[config.mk]
export PLATFORM = sky130hd
export DESIGN_NAME = wpmc_div
export DESIGN_NICKNAME = d
export VERILOG_FILES = /design/src/design/wpmc_pkg.sv /design/src/design/wpmc_div.sv
export SDC_FILE = /design/constraint.sdc
export NUM_CORES = 1
export LEC_CHECK = 0
export ABC_AREA = 0
export BUFFER_PORTS_ARGS = -buffer_cell sky130_fd_sc_hd__buf_2
export CORE_MARGIN = 10
export CORE_UTILIZATION = 56
export CTS_CLUSTER_SIZE = 14
export DETAILED_ROUTE_END_ITERATION = 8
export PLACE_DENSITY_LB_ADDON = 0.25
export SLEW_MARGIN = 5
export SYNTH_ARGS = -nofsm -noshare
export SYNTH_HDL_FRONTEND = slang
export SYNTH_SLANG_ARGS = --single-unit
[constraint.sdc]
create_clock -name clock -period 4.7 [get_ports clock]
set_input_delay 0.235 -clock clock [delete_from_list [all_inputs] [get_ports clock]]
set_output_delay 0.235 -clock clock [all_outputs]
set_load 0.01 [all_outputs]
[src/design/wpmc_pkg.sv]
`timescale 1ns / 1ps
package wpmc_pkg;

   // Field widths
   localparam int POSE_W = 24;
   localparam int COV_W  = 48;
   localparam int STAT_W = 2;

   // Default sample store depth
   localparam int DEF_MAX_SAMPLES = 512;

   // Bits of the multiplier operand consumed per cycle
   localparam int MUL_DIGIT_W = 8;

   // Saturation limits of the covariance fields
   localparam logic [COV_W-1:0] COV_MAX_U = {COV_W{1'b1}};
   localparam logic [COV_W-1:0] COV_MAX_P = {1'b0, {(COV_W-1){1'b1}}};
   localparam logic [COV_W-1:0] COV_MAX_N = {1'b1, {(COV_W-1){1'b0}}};

   // Status codes
   localparam logic [STAT_W-1:0] STATUS_OK       = 2'd0;
   localparam logic [STAT_W-1:0] STATUS_ZERO_W   = 2'd1;
   localparam logic [STAT_W-1:0] STATUS_SINGLE   = 2'd2;
   localparam logic [STAT_W-1:0] STATUS_OVERFLOW = 2'd3;

   typedef struct packed {
      logic signed [POSE_W-1:0] pose_x;
      logic signed [POSE_W-1:0] pose_y;
      logic signed [POSE_W-1:0] pose_heading;
      logic [POSE_W-1:0]        sample_weight;
      logic                     last_sample;
   } req_type;

   typedef struct packed {
      logic signed [POSE_W-1:0] mean_x;
      logic signed [POSE_W-1:0] mean_y;
      logic signed [POSE_W-1:0] mean_heading;
      logic [COV_W-1:0]         cov_xx;
      logic signed [COV_W-1:0]  cov_xy;
      logic [COV_W-1:0]         cov_yy;
      logic [COV_W-1:0]         cov_hh;
      logic [STAT_W-1:0]        status;
   } rsp_type;

   typedef struct packed {
      logic signed [POSE_W-1:0] pose_x;
      logic signed [POSE_W-1:0] pose_y;
      logic signed [POSE_W-1:0] pose_heading;
      logic [POSE_W-1:0]        sample_weight;
   } sample_type;

   typedef enum logic [3:0] {
      ST_LOAD,
      ST_START,
      ST_READ,
      ST_LATCH,
      ST_MUL,
      ST_MUL_WAIT,
      ST_DIV,
      ST_DIV_WAIT,
      ST_OUT
   } state_type;

   typedef enum logic [1:0] {
      PH_SUM,
      PH_DEV,
      PH_DEN
   } phase_type;

endpackage

[src/design/wpmc_div.sv]
`timescale 1ns / 1ps
module wpmc_div import wpmc_pkg::*; #(
   parameter int N_W = 118,
   parameter int D_W = 69
) (
   input  logic           clock,
   input  logic           reset,
   input  logic           start,
   input  logic [N_W-1:0] num,
   input  logic [D_W-1:0] den,
   output logic           done,
   output logic [N_W-1:0] quo
);

   localparam int CNT_W = $clog2(N_W + 1);

   logic [N_W-1:0]   q_ff, q_in;
   logic [D_W-1:0]   rem_ff, rem_in;
   logic [D_W-1:0]   den_ff, den_in;
   logic [CNT_W-1:0] cnt_ff, cnt_in;
   logic             busy_ff, busy_in;
   logic             done_ff, done_in;
   logic [D_W:0]     rem_sh;
   logic [D_W:0]     rem_sub;
   logic             fits;

   // Restoring division, one quotient bit per cycle, high bit first
   always_comb begin
      rem_sh  = {rem_ff, q_ff[N_W-1]};
      rem_sub = rem_sh - {1'b0, den_ff};
      fits    = rem_sh >= {1'b0, den_ff};
      q_in    = q_ff;
      rem_in  = rem_ff;
      den_in  = den_ff;
      cnt_in  = cnt_ff;
      busy_in = busy_ff;
      done_in = 1'b0;
      if (start) begin
         q_in    = num;
         rem_in  = '0;
         den_in  = den;
         cnt_in  = '0;
         busy_in = 1'b1;
      end else if (busy_ff) begin
         rem_in = fits ? rem_sub[D_W-1:0] : rem_sh[D_W-1:0];
         q_in   = {q_ff[N_W-2:0], fits};
         cnt_in = cnt_ff + CNT_W'(1);
         if (cnt_ff == CNT_W'(N_W - 1)) begin
            busy_in = 1'b0;
            done_in = 1'b1;
         end
      end
   end

   always_ff @(posedge clock) begin
      if (reset) begin
         busy_ff <= 1'b0;
         done_ff <= 1'b0;
      end else begin
         busy_ff <= busy_in;
         done_ff <= done_in;
      end
      q_ff   <= q_in;
      rem_ff <= rem_in;
      den_ff <= den_in;
      cnt_ff <= cnt_in;
   end

   assign done = done_ff;
   assign quo  = q_ff;

endmodule

==> results.cfg <==
[cells_and_area]
multi_input_comb_area_um2 = 7180
regArea_um2 = 7180
final.fill_count = 1730
drive_gt1_frac = 0.270
layout.cells.non_filler = 2265
area.growth.synth_to_final_pct = 30.7
nNetsFinal = 2166

[route]
post_drt_via_cell_ratio = 5.96
dr.pass1.iters = 5
vias = 13497
ant_nets = 0
drt_iter0_drc = 1092
wl_per_cell_um = 22.0
drt_drc_violations_left = 0
postRouteWirelength_um = 49900

[timing]
tns_ps = 0
fmaxAchievable_ghz = 0.240
layout_worst_path_cycle_share = 0.888
rsz0062_at_grt = no
worstMarginPinSlew_ps = 1090
hold_violations = 0
clock_skew_ps = 38.6
slew_violations = 0
setup_violations = 0
relSlewSlack = 0.271
period_needed_ps = 4170

[setup_path]
startpoint_type = flip-flop
worstSetupPathType = reg2reg
startpoint = quo[117]$_DFFE_PP_
cp_slowest_cell = a21o_2
path_cells = inv_1, ha_1, inv_1, fa_1, a21o_1, a311o_1, a21boi_2, o31ai_4, and3_1, o311a_1, o21ai_2, a21o_2, buf_12, nand2_1, a311oi_1
ff2ff_path_depth = 15
slowest_delay_ps = 510
cp.arrival_ps = 4620
cp_common_cell = inv_1
worstPathRequired_ps = 5150
r2r-start = quo[117]$_DFFE_PP_
cp_max_fo = 46
cp-end-kind = flip-flop

[global_route]
grt_pass1_wl_um = 77400
grt_pass1_vias = 13856
grt_max_degree = 161
antenna_found_initial = 3
grt-ovfl-total = 0
grt_usage = 0.287

[power]
power.static_leakage_uw = 0.00821
p_total_uw = 6890
max-vdd-ir-drop_mv = 0.293
power.density_nw_per_um2 = 351

[hold_path]
min_path_cells = 2
hp-start = start
worst_hold_path_type = in2reg

[synth]
synth_top_area_share = 0.374
synth_cell_type_count = 68
ys_seq_area_frac = 0.478
syn_avg_cell_area_um2 = 10.4
ys.flop_type = edfxtp_1
ys_ff_latch = 265
synth_top_cells_by_area = edfxtp_1, dfxtp_1, mux2_2
syn_inst = 1450
synth_edf_count = 187
synthArstFlopShare = 0
synth_top_area_cell = edfxtp_1
syn_nets = 1712
synthesis.area_um2 = 15000
yosysWarnings = 0

[run_status]
status = finished, final reports clean

[clocking]
cts.sink_count = 265
clock_path_buffers = 3
cts_root_buf = clkbuf_16
cts.clk_slew.worst_paths_ps = 70
cts_htree_levels = 1
post_cts_resized = 0
cts_tree = built
cts_inserted_buffers = 30
insertion_delay_ps = 590

[floorplan]
rows = 59
die-area_um2 = 33800
io_pins = 309
fp.dieW_um = 184
start_util = 0.573
fp.coreArea_um2 = 26200
die-height_um = 184

[placement]
gp_congestion = 0.968
dpl.hpwl_um = 32100
portBuffers = 308
dpl.cell_count = 2019

[job]
max_cap_viol_count = 0
cell usage in the layout (no fill, tap or decap), drive strengths merged, types with 29 or more instances in the layout:
master,n
mux2,119
a21o,30
nand3,42
buf,316
clkbuf,33
inv,85
o21ai,60
dlygate4sd3,188
edfxtp,187
nor2,111
ha,71
a21oi,89
dfxtp,78
nand2,170
xor2,29
xnor2,34
a311oi,47
per-layer routing:
layer	track usage	vias up	part of all wire
met5	0	-	0
met4	0.134	0	0.050
met3	0.0617	134	0.079
met2	0.503	692	0.50
met1	0.328	6423	0.38
li1	-	6248	-
per-stage QoR:
stage,setup WS [ps],hold WS [ps],cell area (µm²),util
after floorplan,1110,307,15000,-
after global placement,778,402,16700,0.639
after detailed placement,594,406,16700,0.639
after CTS,548,134,19600,0.749
after global routing,305,163,19600,0.750
final,527,154,19600,0.750
cells by family (layout without fill, tap and decap cells):
group | after synthesis | after routing | synth area share
AO/OA/AOI/OAI | 339 | 339 | 0.163
buffers and inverters | 166 | 643 | 0.0452
AND/OR/NAND/NOR | 423 | 423 | 0.126
flip-flops | 265 | 265 | 0.478
adder cells (fa/ha/maj) | 72 | 72 | 0.0605
XOR/XNOR | 63 | 63 | 0.0367
other | 0 | 3 | 0
multiplexers | 122 | 122 | 0.0912
layout make-up:
type | count | share of cell area
Antenna cell | 3 | 0.000382
Clock buffer | 33 | 0.0398
Clock inverter | 22 | 0.0121
Inverter | 84 | 0.0162
Multi-Input combinational cell | 1019 | 0.366
Sequential cell | 265 | 0.366
Tap cell | 335 | 0.0213
Timing Repair Buffer | 504 | 0.179
cell usage after synthesis, types with 4 or more instances:
master / n
inv_1: 84
a21o_1: 30
nand3_1: 42
o21a_1: 6
nor2_1: 111
ha_1: 71
dfxtp_1: 78
xnor2_1: 34
nor3b_1: 6
and4_1: 4
nor4_1: 5
mux2_2: 119
nand2_1: 170
nor3_1: 19
a21boi_0: 5
or3_1: 7
o31ai_1: 5
buf_2: 8
nand2b_1: 7
a41oi_1: 4
nand4_1: 20
o21bai_1: 17
xor2_1: 29
or2_2: 4
and3_1: 13
a311oi_2: 20
a311oi_1: 27
nor2b_1: 9
a211oi_1: 15
a31oi_1: 9
o311ai_0: 5
o211ai_1: 8
o21ai_0: 55
clkbuf_1: 65
a21oi_1: 87
o21ai_1: 4
a32oi_1: 10
edfxtp_1: 187
registers in the layout, indices dropped and copies added, names as in the netlist:
name	flops
quo	118
den_ff	69
rem_ff	69
cnt_ff	7
busy_ff	1
done	1
worst max-delay path, delay by kind of cell (launching register included):
kind | cells | cell delay [ps]
adder cells (fa/ha/maj) | 2 | 580
flip-flops | 1 | 390
AO/OA/AOI/OAI | 8 | 2290
AND/OR/NAND/NOR | 2 | 300
buffers and inverters | 3 | 450
power by group:
group	internal, µW	leakage, µW	switching [µW]
logic	671	0.00521	898
clock network	1420	0.000500	1010
registers	2750	0.00250	153
path summary, 6_finish.rpt:
path | end | slack [ps]
setup / recovery | rem_ff[49]$_SDFFE_PP0P_ | 530
hold / removal | cnt_ff[2]$_SDFFE_PP0P_ | 150
setup reg to reg | rem_ff[49]$_SDFFE_PP0P_ | 530
hold reg to reg | cnt_ff[5]$_SDFFE_PP0P_ | 490
what timing repair did:
action                                 in CTS  in global routing
endpoints found under the hold margin     189                  0
buffers inserted                            0                  0
setup endpoints to repair                   0                  0
hold buffers                              188                  0
Note: power is estimated with default switching activity, not from simulation.
